===== src/design/assert_macros.svh =====
// assertion macros used by the sequencer rtl
`ifndef ASSERT_MACROS_SVH
`define ASSERT_MACROS_SVH

// same-cycle implication, disabled while reset is low
`define AFS_ASSERT_IMP(name, clk, rst_n, ante, cons) \
	name: assert property (@(posedge clk) disable iff (!rst_n) (ante) |-> (cons)) \
		else $error("sequencer assertion failed");

// next-cycle implication, disabled while reset is low
`define AFS_ASSERT_NXT(name, clk, rst_n, ante, cons) \
	name: assert property (@(posedge clk) disable iff (!rst_n) (ante) |=> (cons)) \
		else $error("sequencer assertion failed");

`endif


===== src/design/afs_pkg.sv =====
// types, codes and defaults of the animation frame sequencer
`default_nettype none
package afs_pkg;

	localparam int FRAME_WIDTH_DEF = 16;

	// play modes
	localparam logic [2:0] MODE_STOP     = 3'd0;
	localparam logic [2:0] MODE_CLAMP    = 3'd1;
	localparam logic [2:0] MODE_WRAP     = 3'd2;
	localparam logic [2:0] MODE_PINGPONG = 3'd3;
	localparam logic [2:0] MODE_JUMP     = 3'd4;

	// request types
	localparam logic REQ_STEP = 1'b0;
	localparam logic REQ_SET  = 1'b1;

	// register indexes
	localparam logic [2:0] REG_PLAY_MODE      = 3'd0;
	localparam logic [2:0] REG_LAST_FRAME     = 3'd1;
	localparam logic [2:0] REG_FRAME_STEP     = 3'd2;
	localparam logic [2:0] REG_JUMP_FRAME     = 3'd3;
	localparam logic [2:0] REG_OWN_KIND       = 3'd4;
	localparam logic [2:0] REG_QUEUED_KIND    = 3'd5;
	localparam logic [2:0] REG_QUEUED_TRIGGER = 3'd6;
	localparam logic [2:0] REG_QUEUED_START   = 3'd7;

	localparam logic signed [10:0] KIND_NONE  = -11'sd1;
	localparam logic signed [16:0] FRAME_NONE = -17'sd1;

	typedef struct packed {
		logic [2:0]         play_mode;
		logic [15:0]        last_frame;
		logic signed [15:0] frame_step;
		logic [15:0]        jump_frame;
		logic signed [10:0] own_kind;
		logic signed [10:0] queued_kind;
		logic signed [16:0] queued_trigger;
		logic signed [16:0] queued_start;
	} cfg_t;

	// lowest bits first: req_type, new_frame, new_first, peek
	typedef struct packed {
		logic        peek;
		logic        new_first;
		logic [15:0] new_frame;
		logic        req_type;
	} req_t;

	// lowest bits first: motion_kind, frame_out, range_error
	typedef struct packed {
		logic               range_error;
		logic signed [16:0] frame_out;
		logic signed [10:0] motion_kind;
	} result_t;

	typedef struct packed {
		logic first_pending;
		logic step_backward;
	} flags_t;

endpackage
`default_nettype wire


===== src/design/animation_frame_sequencer.sv =====
// top level of the animation frame sequencer
// an input beat reaches its result beat through the input register and then the result register
// throughput: one request per cycle, results stream back to back while m_axis_tready holds
// with m_axis_tready low the block holds two requests, then s_axis_tready drops until a take
// reset (arst_n low, asynchronous): frame 0, first step pending, direction forward, registers to
// their defaults (clamp mode, step 1, no queued motion), both beat registers empty
`default_nettype none
`include "assert_macros.svh"
module animation_frame_sequencer import afs_pkg::*; #(
	parameter int FRAME_WIDTH = FRAME_WIDTH_DEF
) (
	input  var logic        clk,
	input  var logic        arst_n,
	// request stream
	input  var logic        s_axis_tvalid,
	output var logic        s_axis_tready,
	input  var logic [23:0] s_axis_tdata,  // new_frame[15:0], new_first, peek, zero pad
	input  var logic        s_axis_tuser,  // req_type
	// result stream
	output var logic        m_axis_tvalid,
	input  var logic        m_axis_tready,
	output var logic [31:0] m_axis_tdata,  // motion_kind[10:0], frame_out[16:0], range_error, zero pad
	// register writes
	input  var logic        cfg_valid,
	output var logic        cfg_ready,
	input  var logic [2:0]  cfg_index,
	input  var logic [16:0] cfg_data
);

	// register file
	cfg_t cfg_q;

	// sequencer state
	logic [FRAME_WIDTH-1:0] cur_frame_q;
	flags_t                 flags_q;

	// input stage
	logic valid_s1;
	req_t req_s1;
	logic adv_s1;

	// result stage
	logic    out_valid_q;
	result_t out_q;

	// step logic outputs
	result_t                res;
	logic [FRAME_WIDTH-1:0] cur_frame_nxt;
	flags_t                 flags_nxt;

	// registers are always writable; the user must write them only while idle, the block does not enforce it
	assign cfg_ready = 1'b1;

	always_ff @(posedge clk or negedge arst_n) begin
		if (!arst_n) begin
			cfg_q.play_mode      <= MODE_CLAMP;
			cfg_q.last_frame     <= '0;
			cfg_q.frame_step     <= 16'sd1;
			cfg_q.jump_frame     <= '0;
			cfg_q.own_kind       <= '0;
			cfg_q.queued_kind    <= KIND_NONE;
			cfg_q.queued_trigger <= FRAME_NONE;
			cfg_q.queued_start   <= FRAME_NONE;
		end else if (cfg_valid) begin
			unique case (cfg_index)
				REG_PLAY_MODE:      cfg_q.play_mode      <= cfg_data[2:0];
				REG_LAST_FRAME:     cfg_q.last_frame     <= cfg_data[15:0];
				REG_FRAME_STEP:     cfg_q.frame_step     <= $signed(cfg_data[15:0]);
				REG_JUMP_FRAME:     cfg_q.jump_frame     <= cfg_data[15:0];
				REG_OWN_KIND:       cfg_q.own_kind       <= $signed(cfg_data[10:0]);
				REG_QUEUED_KIND:    cfg_q.queued_kind    <= $signed(cfg_data[10:0]);
				REG_QUEUED_TRIGGER: cfg_q.queued_trigger <= $signed(cfg_data);
				REG_QUEUED_START:   cfg_q.queued_start   <= $signed(cfg_data);
				default: ;
			endcase
		end
	end

	// input stage moves on when the result register is empty or being emptied
	assign adv_s1        = valid_s1 && (!out_valid_q || m_axis_tready);
	assign s_axis_tready = !valid_s1 || adv_s1;

	always_ff @(posedge clk or negedge arst_n) begin
		if (!arst_n) begin
			valid_s1 <= 1'b0;
		end else if (s_axis_tready) begin
			valid_s1 <= s_axis_tvalid;
		end
	end

	// payload needs no reset
	always_ff @(posedge clk) begin
		if (s_axis_tready && s_axis_tvalid) begin
			req_s1.req_type  <= s_axis_tuser;
			req_s1.new_frame <= s_axis_tdata[15:0];
			req_s1.new_first <= s_axis_tdata[16];
			req_s1.peek      <= s_axis_tdata[17];
		end
	end

	afs_step #(
		.FRAME_WIDTH(FRAME_WIDTH)
	) u_step (
		.cfg           (cfg_q),
		.req           (req_s1),
		.cur_frame     (cur_frame_q),
		.flags         (flags_q),
		.res           (res),
		.cur_frame_nxt (cur_frame_nxt),
		.flags_nxt     (flags_nxt)
	);

	// state commits together with the result, so the next request sees it
	always_ff @(posedge clk or negedge arst_n) begin
		if (!arst_n) begin
			cur_frame_q           <= '0;
			flags_q.first_pending <= 1'b1;
			flags_q.step_backward <= 1'b0;
			out_valid_q           <= 1'b0;
		end else begin
			if (adv_s1) begin
				cur_frame_q <= cur_frame_nxt;
				flags_q     <= flags_nxt;
				out_valid_q <= 1'b1;
			end else if (m_axis_tready) begin
				out_valid_q <= 1'b0;
			end
		end
	end

	always_ff @(posedge clk) begin
		if (adv_s1) begin
			out_q <= res;
		end
	end

	assign m_axis_tvalid = out_valid_q;
	assign m_axis_tdata  = {3'b000, out_q};

	// a range error beat carries no motion
	`AFS_ASSERT_IMP(a_err_no_motion, clk, arst_n, out_valid_q && out_q.range_error, out_q.motion_kind == '0 && out_q.frame_out == '0)
	// the current frame only moves on a set request
	`AFS_ASSERT_IMP(a_frame_on_set, clk, arst_n, !$stable(cur_frame_q), $past(adv_s1 && req_s1.req_type == REQ_SET))
	// direction only turns in ping-pong mode on a step
	`AFS_ASSERT_IMP(a_turn_pingpong, clk, arst_n, !$stable(flags_q.step_backward), $past(adv_s1 && req_s1.req_type == REQ_STEP && cfg_q.play_mode == MODE_PINGPONG))
	// a peek step never consumes the first-step flag
	`AFS_ASSERT_IMP(a_first_clear, clk, arst_n, $fell(flags_q.first_pending), $past(adv_s1 && (req_s1.req_type == REQ_SET || !req_s1.peek)))
	// a retired request always leaves a result beat behind
	`AFS_ASSERT_NXT(a_result_follows, clk, arst_n, adv_s1, out_valid_q)

endmodule
`default_nettype wire


===== src/design/afs_step.sv =====
// next-frame and state update logic for one request
`default_nettype none
module afs_step import afs_pkg::*; #(
	parameter int FRAME_WIDTH = FRAME_WIDTH_DEF
) (
	input  var cfg_t                   cfg,
	input  var req_t                   req,
	input  var logic [FRAME_WIDTH-1:0] cur_frame,
	input  var flags_t                 flags,
	output var result_t                res,
	output var logic [FRAME_WIDTH-1:0] cur_frame_nxt,
	output var flags_t                 flags_nxt
);

	// wide enough for any frame plus a signed step
	localparam int NW = ((FRAME_WIDTH > 16) ? FRAME_WIDTH : 16) + 2;

	logic signed [NW-1:0] cur_ext;
	logic signed [NW-1:0] last_ext;
	logic signed [NW-1:0] step_ext;
	logic signed [NW-1:0] next;
	logic signed [NW-1:0] trig_ext;
	logic [31:0]          new_wide;
	logic                 queued;
	logic                 over;
	logic                 under;

	assign cur_ext  = $signed({{(NW-FRAME_WIDTH){1'b0}}, cur_frame});
	assign last_ext = $signed({{(NW-16){1'b0}}, cfg.last_frame});
	assign trig_ext = $signed({{(NW-17){cfg.queued_trigger[16]}}, cfg.queued_trigger});
	assign new_wide = {16'd0, req.new_frame};
	assign queued   = !cfg.queued_kind[10];

	always_comb begin
		step_ext = $signed({{(NW-16){cfg.frame_step[15]}}, cfg.frame_step});
		if (cfg.play_mode == MODE_PINGPONG && flags.step_backward) begin
			step_ext = -step_ext;
		end
	end

	assign next  = cur_ext + step_ext;
	assign over  = next > last_ext;
	assign under = next[NW-1];

	always_comb begin
		res           = '0;
		cur_frame_nxt = cur_frame;
		flags_nxt     = flags;
		if (req.req_type == REQ_SET) begin
			if (req.new_frame > cfg.last_frame) begin
				res.range_error = 1'b1;
			end else begin
				cur_frame_nxt           = new_wide[FRAME_WIDTH-1:0];
				flags_nxt.first_pending = req.new_first;
			end
		end else if (cfg.own_kind[10]) begin
			res.motion_kind = KIND_NONE;
		end else if (flags.first_pending) begin
			if (!req.peek) begin
				flags_nxt.first_pending = 1'b0;
			end
			res.motion_kind = cfg.own_kind;
			res.frame_out   = cur_ext[16:0];
		end else begin
			res.motion_kind = cfg.own_kind;
			case (cfg.play_mode) inside
				MODE_CLAMP, MODE_WRAP, MODE_PINGPONG, MODE_JUMP: begin
					if (over) begin
						if (queued) begin
							res.motion_kind = cfg.queued_kind;
							res.frame_out   = cfg.queued_start;
						end else if (cfg.play_mode == MODE_WRAP) begin
							res.frame_out = '0;
						end else if (cfg.play_mode == MODE_JUMP) begin
							res.frame_out = $signed({1'b0, cfg.jump_frame});
						end else begin
							res.frame_out = $signed({1'b0, cfg.last_frame});
						end
					end else if (under) begin
						if (cfg.play_mode == MODE_WRAP || cfg.play_mode == MODE_JUMP) begin
							res.frame_out = $signed({1'b0, cfg.last_frame});
						end else begin
							res.frame_out = '0;
						end
					end else if (queued && !cfg.queued_trigger[16] && next > trig_ext) begin
						res.motion_kind = cfg.queued_kind;
						res.frame_out   = cfg.queued_start;
					end else begin
						res.frame_out = next[16:0];
					end
					// ping-pong turns at either end
					if ((over || under) && cfg.play_mode == MODE_PINGPONG) begin
						flags_nxt.step_backward = !flags.step_backward;
					end
				end
				default: begin
					res.frame_out = cur_ext[16:0];
				end
			endcase
		end
	end

endmodule
`default_nettype wire

===== config.mk =====
export PLATFORM = sky130hd
export DESIGN_NAME = animation_frame_sequencer
export DESIGN_NICKNAME = d
export VERILOG_FILES = /design/src/design/afs_pkg.sv /design/src/design/animation_frame_sequencer.sv /design/src/design/afs_step.sv
export VERILOG_INCLUDE_DIRS = /design/src /design/src/design
export SDC_FILE = /design/constraint.sdc
export NUM_CORES = 1
export LEC_CHECK = 0
export BUFFER_PORTS_ARGS = -buffer_cell sky130_fd_sc_hd__buf_2
export CAP_MARGIN = 0
export CORE_ASPECT_RATIO = 1.1
export CORE_MARGIN = 2
export CORE_UTILIZATION = 47
export DETAILED_ROUTE_END_ITERATION = 8
export PLACE_DENSITY = 0.68
export SKIP_LAST_GASP = 1
export SLEW_MARGIN = 0
export SYNTH_ARGS = -nofsm -noshare
export SYNTH_HDL_FRONTEND = slang
export SYNTH_SLANG_ARGS = --single-unit

===== constraint.sdc =====
create_clock -name clk -period 9.5 [get_ports clk]
set_clock_uncertainty 0.15 [all_clocks]
set_input_delay 0.95 -clock clk [delete_from_list [all_inputs] [get_ports clk]]
set_output_delay 0.95 -clock clk [all_outputs]
set_load 0.01 [all_outputs]

# [Yosys cells after proc, flatten, opt, wreduce, memory -nomap -nowiden]
# Index checks and enable logic that the tools add are counted.
[word_totals] elab_cells=101 mem_bits_ro=0 output_inout_bits=35 latch_bits=0 in_bits=50 ramBits=0 memories=0 register_bits=175
[classes] div=0 multipliers=0 n_shift=0 n_eq_ne=13 n_reduce_logical=31 bitwise=5 muxes=26 order_cmp=3 addsub=2
[ops] cell="17-bit 2-to-1 mux" count=4
[ops] cell="16-bit 2-to-1 mux" count=3
[ops] cell="11-bit 2-to-1 mux" count=4
[ops] cell="18-bit by 17-bit > comparator with 1-bit output" count=2
[ops] cell="28-bit 2-to-1 mux" count=1
[ops] cell="27-bit 2-to-1 mux" count=1
[ops] cell="17-bit by 18-bit adder with 18-bit output" count=1
[ops] cell="18-bit 2-to-1 mux" count=1
[ops] cell="16-bit negator with 18-bit output" count=1
[ops] cell="16-bit > comparator" count=1
[ops] cell="2-bit AND reduction" count=8
[ops] cell="3-bit == test, second input constant" count=5
[ops] cell="3-bit by 2-bit == test with 1-bit output, second input constant" count=4
[ops] cell="1-bit 2-to-1 mux" count=10
[ops] cell="10-bit 2-to-1 mux" count=1
[ops] cell="4-bit OR reduction" count=2
[ops] cell="3-bit by 1-bit == test with 1-bit output, second input constant" count=2
[ops] cell="1-bit logical AND" count=6
[ops] cell="3-bit AND reduction" count=2
[ops] cell="6-bit AND reduction" count=1
[ops] cell="1-bit logical NOT" count=5
[ops] cell="1-bit inverter" count=5
[ops] cell="1-bit logical OR" count=4
[ops] cell="3-bit logical NOT" count=1
[ops] cell="other kinds (5)" count=5

# [Depth between registers and ports, before layout]
[logic_depth] word_depth=12 depth_mapped=26

# [Modules after synthesis]
# From an unflattened synthesis, not the netlist that was laid out.
[hier_totals] hier_cells=921 hier_area_um2=10388.7
[modules_own_cells] mod="animation_frame_sequencer" area_per_inst_um2=6356.1 cells_per_inst=334 n_inst=1 seq_area_each_um2=4679.5
[modules_own_cells] mod="afs_step" area_per_inst_um2=4032.6 cells_per_inst=587 n_inst=1 seq_area_each_um2=0.0

# [Worst setup path before layout]
# Ideal clock, no wire load.
[synth_path] path_kind="register -> register" startpoint="register cfg_q[77] (netlist bit)" endpoint="register out_q, in the netlist m_axis_tdata[26], data pin" setup_time_ns=0.258 arrival_time_ns=5.476 stages_incl_launch_ff=21 setup_slack_ns=3.616 t_required_ns=9.092 path_buffers=0 path_cell_list="dfrtp_1 -> or4_4 -> or4b_4 -> o31ai_1 -> xnor2_1 -> ha_1 -> inv_1 -> o21ai_0 -> a2111oi_0 -> nor2_1 -> xnor2_1 -> ha_1 -> nand4_1 -> or2_2 -> o32ai_1 -> a31oi_1 -> nor3_1 -> nor3b_1 -> mux2_4 -> a22o_1 -> o221a_2"
[synth_between] elab_chain_len=10 word_cells_on_any_way=11
[synth_rtl] element="from (decl)" line_no="animation_frame_sequencer.sv:31" rtl="cfg_t cfg_q;"
[synth_rtl] element="16-bit negator with 18-bit output" line_no="afs_step.sv:37" rtl="step_ext = -step_ext;"
[synth_rtl] element="18-bit 2-to-1 mux (*)" line_no="afs_step.sv:36" rtl="if (cfg.play_mode == MODE_PINGPONG && flags.step_backward) begin"
[synth_rtl] element="17-bit by 18-bit adder with 18-bit output (*)" line_no="afs_step.sv:41" rtl="assign next = cur_ext + step_ext;"
[synth_rtl] element="18-bit by 17-bit > comparator with 1-bit output" line_no="afs_step.sv:85" rtl="end else if (queued && !cfg.queued_trigger[16] && next > trig_ext) begin"
[synth_rtl] element="1-bit logical AND" line_no="afs_step.sv:85"
[synth_rtl] element="17-bit 2-to-1 mux" line_no="afs_step.sv:85"
[synth_rtl] element="17-bit 2-to-1 mux" line_no="afs_step.sv:79" rtl="end else if (under) begin"
[synth_rtl] element="28-bit 2-to-1 mux (*)" line_no="afs_step.sv:68" rtl="if (over) begin"
[synth_rtl] element="16-bit 2-to-1 mux (*)" line_no="afs_step.sv:66" rtl="case (cfg.play_mode) inside"
[synth_rtl] element="27-bit 2-to-1 mux (*)" line_no="afs_step.sv:58" rtl="end else if (flags.first_pending) begin"
[synth_rtl] element="to (signal assigned)" line_no="animation_frame_sequencer.sv:133" rtl="out_q <= res;"
[synth_rtl] element="to (decl)" line_no="animation_frame_sequencer.sv:44" rtl="result_t out_q;"
# Mark *: on every way between the ends. The rest lies on a longest branch, timed or not.
# A chain may end at the register's enable or synchronous reset.

# [Worst setup path after layout]
[layout_path] startpoint="register cfg_q[77] (netlist bit)" endpoint="register out_q, in the netlist m_axis_tdata[25], data pin"
# The elaborated chain is that of the path after synthesis.

==> results by group <==
Run status
  – Outcome: completed

Hold path
  – HP Start: valid_s1$_DFFE_PN0N_
  – Hold EP: m_axis_tvalid$_DFFE_PN0P_
  – Hold/Removal Path Class: register to register
  – Worst hold path depth: 1

Worst setup path
  – Reg2reg end: m_axis_tdata[25]$_SDFFCE_PP0P_
  – Crit path kind: register to register
  – Worst EP required: about 9.6 ns
  – Worst Reg-to-Reg Cells: 21
  – CP arrival: between 7 and 8 ns
  – Worst Setup Start Kind: register
  – Flop2flop setup slack: 2.22 ns
  – Crit Path Max Fanout: 9
  – Crit end category: register
  – Reg-to-reg startpoint: cfg_q[77]$_DFFE_PN0P_

Layout
  – Fillers: around 1.8k
  – Area grow syn2layout: 12.2%
  – Final Cell Area: 0.0108 mm²
  – Register Area: roughly 0.0047 mm²
  – Layout cell share with drive strength beyond 1: a little under a third
  – Nets: 1032
  – Multi-input combinational cell area: 0.00464 mm²
  – Commonest non-fill, non-tap cells in the layout: mux2_2, dfrtp_1, buf_2
  – Most common cell after layout, fill and taps aside: mux2_2

Yosys
  – Synthesized netlist cell count: 841
  – Register area share after synthesis: 48.5%
  – Share of the synthesized area in the top cell type: 20.5%
  – Mapped cell area: 0.00964 mm²
  – Syn Area/Cell: about 11 µm²
  – Largest cells by area after synthesis: dfrtp_1, edfxtp_1, dfstp_2
  – Distinct cells, synth: 72
  – Area leader, netlist: dfrtp_1
  – FFs w/ async S/R, synth: roughly 73%
  – Ys Warns: 0
  – EDFF count, synth: 48
  – Main flop type after synthesis: dfrtp_1
  – Synth Register Bits: 175

STA
  – Period utilization: 76.6%
  – Slew Limit Fails: 0
  – Fmax: 137 MHz
  – Max-Slew Margin vs Limit: 26.4%
  – Post-route setup TNS: 0 ns
  – Period minus WS final: 7.28 ns
  – Hold Vio Cnt, Final: 0
  – Unrepaired setup endpoints after global routing: false
  – # setup viols final: 0
  – Worst slew pin tran: 1.10 ns

Placement
  – Final HPWL from detailed placement: 17700 µm
  – Port Buffer Count: 74
  – Cell Area, Placed: 0.0103 mm²
  – GPL Wtd Cong: ~0.95

Clock network
  – # Post-CTS Setup Buffers: 0
  – CTS max path bufs: 2
  – CTS tree: done
  – Resized Gates After CTS: 0
  – H-tree depth: 4
  – CTS sink cnt: 175
  – Root Buffer: clkbuf_16
  – Inserted Clock Buffers: 17
  – Clock Pin Slew Worst Setup and Hold Paths: 0.07 ns
  – Clock latency at the later pin of the worst-skew pair: 0.44 ns
  – CTS Hold Buffers Added: 0

Route
  – Final ANT Viol Nets: 0
  – Met2 wire len: 11700 µm
  – Residual DRC: 0
  – DR vias: 6976
  – Metal1 wirelength: 10700 µm
  – Wirelength per Cell: ~21 µm
  – Vias per std cell: 5.91
  – Routed wire length: 24200 µm
  – First DRT Iteration DRCs: around 550
  – 1st-pass router iterations: 5
  – DR WL met3: 1320 µm
  – Top sig layer: met4

Power and ir drop
  – Sw power: 0.00146 W
  – Seq pwr share: 32.3%
  – Net Sw Frac: 42.0%
  – VDD IR max: 186 µV
  – PD cells: 322 mW/mm²
  – Int Power: 0.00202 W
  – Static leakage: 4.53 nW
  – Comb pwr share: about 49%
  – Clk pwr share: 18.5%

Global routing
  – GR Overflow Total: 0
  – Global-route wire length before repair: ~38000 µm
  – Vias in the first global route: just under 7k
  – Largest net degree at the start of global routing: 73
  – Gr usage total: 22.9%
  – Initial antenna violation count: 0

Floorplan
  – Site Rows: between 50 and 60
  – Die Wd: 141 µm
  – Core Area: 0.0200 mm²
  – DIE AREA: around 0.022 mm²
  – Initial core utilization: 48.2%
  – Die Span Y: approximately 150 µm
  – # IOs: 85

Flow run
  – MaxCap Viol Count: 0
critical path, stage by stage, from the launching register on:
cell and delay [ns]:
dfrtp_1 0.43, or4_4 0.57, or4b_4 0.60, o31ai_1 0.29
xnor2_1 0.16, ha_1 0.30, inv_1 0.12, o21ai_0 0.11
a2111oi_0 0.52, nor2_1 0.20, xnor2_1 0.41, ha_1 0.20
nand4_1 0.18, or2_2 0.35, o32ai_1 0.31, a31oi_1 0.11
nor3_1 0.60, nand3_1 0.28, nor2_1 0.54, buf_4 0.30
nand2_1 0.07, a31oi_1 0.29
cells by family after synthesis:
| family | count (synthesis) | share of synthesized area [%] |
|---|---|---|
| xor+xnor | 29 | 2.63 |
| other cells | 2 | 0.0779 |
| buf+inv | 85 | 3.63 |
| flops | 175 | 48.5 |
| mux | 109 | 12.7 |
| compound gates | 194 | 13.4 |
| simple gates | 179 | 10.1 |
| fa+ha+maj | 68 | 8.90 |
synthesized netlist by cell type (6+ instances only):
cell	number
a221oi_1	14
clkbuf_1	23
or2_2	6
a22oi_1	13
a211oi_1	18
nand4_1	12
nand2_1	45
inv_1	52
nor3_1	10
a21o_1	10
o21ai_0	52
dfstp_2	48
xor2_1	6
a21oi_1	45
nor4b_1	10
xnor2_1	23
ha_1	67
edfxtp_1	48
nor2_1	44
mux2_2	106
nand2b_1	10
dfrtp_1	79
nand3_1	6
o21a_1	9
state kept, by name (all words and copies together), names as in the netlist:
signal / count
cfg_q: 107
cur_frame_q: 16
flags_q: 2
m_axis_tdata: 29
m_axis_tvalid: 1
req_s1: 19
valid_s1: 1
layout make-up:
class / instances / share of cell area, %
Sequential cell: 175 / 43.3
Clock buffer: 20 / 4.04
Tap cell: 252 / 2.91
Multi-Input combinational cell: 583 / 42.9
Antenna cell: 1 / 0.0231
Clock inverter: 12 / 0.833
Timing Repair Buffer: 85 / 4.21
Inverter: 52 / 1.80
power by group through the flow:
| stage | Sequential (W) | Clock [W] | Combinational, W |
|---|---|---|---|
| 2_1_floorplan | 0.00109 | 0 | 0.00123 |
| 3_3_place_gp | 0.00112 | 0 | 0.00164 |
| 3_5_place_dp | 0.00113 | 0 | 0.00168 |
| 4_1_cts | 0.00112 | 0.000651 | 0.00169 |
| 5_1_grt | 0.00114 | 0.000682 | 0.00190 |
| 6_report | 0.00112 | 0.000645 | 0.00171 |
per-layer routing:
metal  up-vias  global-route usage [%]
met2       220                    37.8
met5         -                       0
li1       3248                       -
met1      3474                    31.1
met4         0                    8.33
met3        34                    3.19
per-stage QoR:
stage / worst slack [ns] / std cells / utilization [%] / hold WS [ns] / power, W
global placement: 2.43 / 1147 / 51.4 / 0.315 / 0.00277
finish: 2.22 / 1180 / 54.1 / 0.342 / 0.00348
floorplan: 3.62 / 843 / - / 0.307 / 0.00232
global route: 1.81 / 1179 / 54.1 / 0.354 / 0.00372
CTS: 2.30 / 1179 / 54.1 / 0.347 / 0.00346
detailed placement: 2.38 / 1147 / 51.4 / 0.331 / 0.00281
worst max-delay path by stage:
stage,depth (start not counted),endpoint,from
final,21,m_axis_tdata[25]$_SDFFCE_PP0P_,cfg_q[77]$_DFFE_PN0P_
after global placement,22,m_axis_tdata[14]$_SDFFCE_PP0P_,cfg_q[77]$_DFFE_PN0P_
after floorplan,20,m_axis_tdata[26]$_SDFFCE_PP0P_,cfg_q[77]$_DFFE_PN0P_
after CTS,21,m_axis_tdata[14]$_SDFFCE_PP0P_,cfg_q[77]$_DFFE_PN0P_
after detailed placement,21,m_axis_tdata[14]$_SDFFCE_PP0P_,cfg_q[77]$_DFFE_PN0P_
after global routing,22,m_axis_tdata[25]$_SDFFCE_PP0P_,cfg_q[77]$_DFFE_PN0P_
Note: power is estimated with default switching activity, not from simulation.
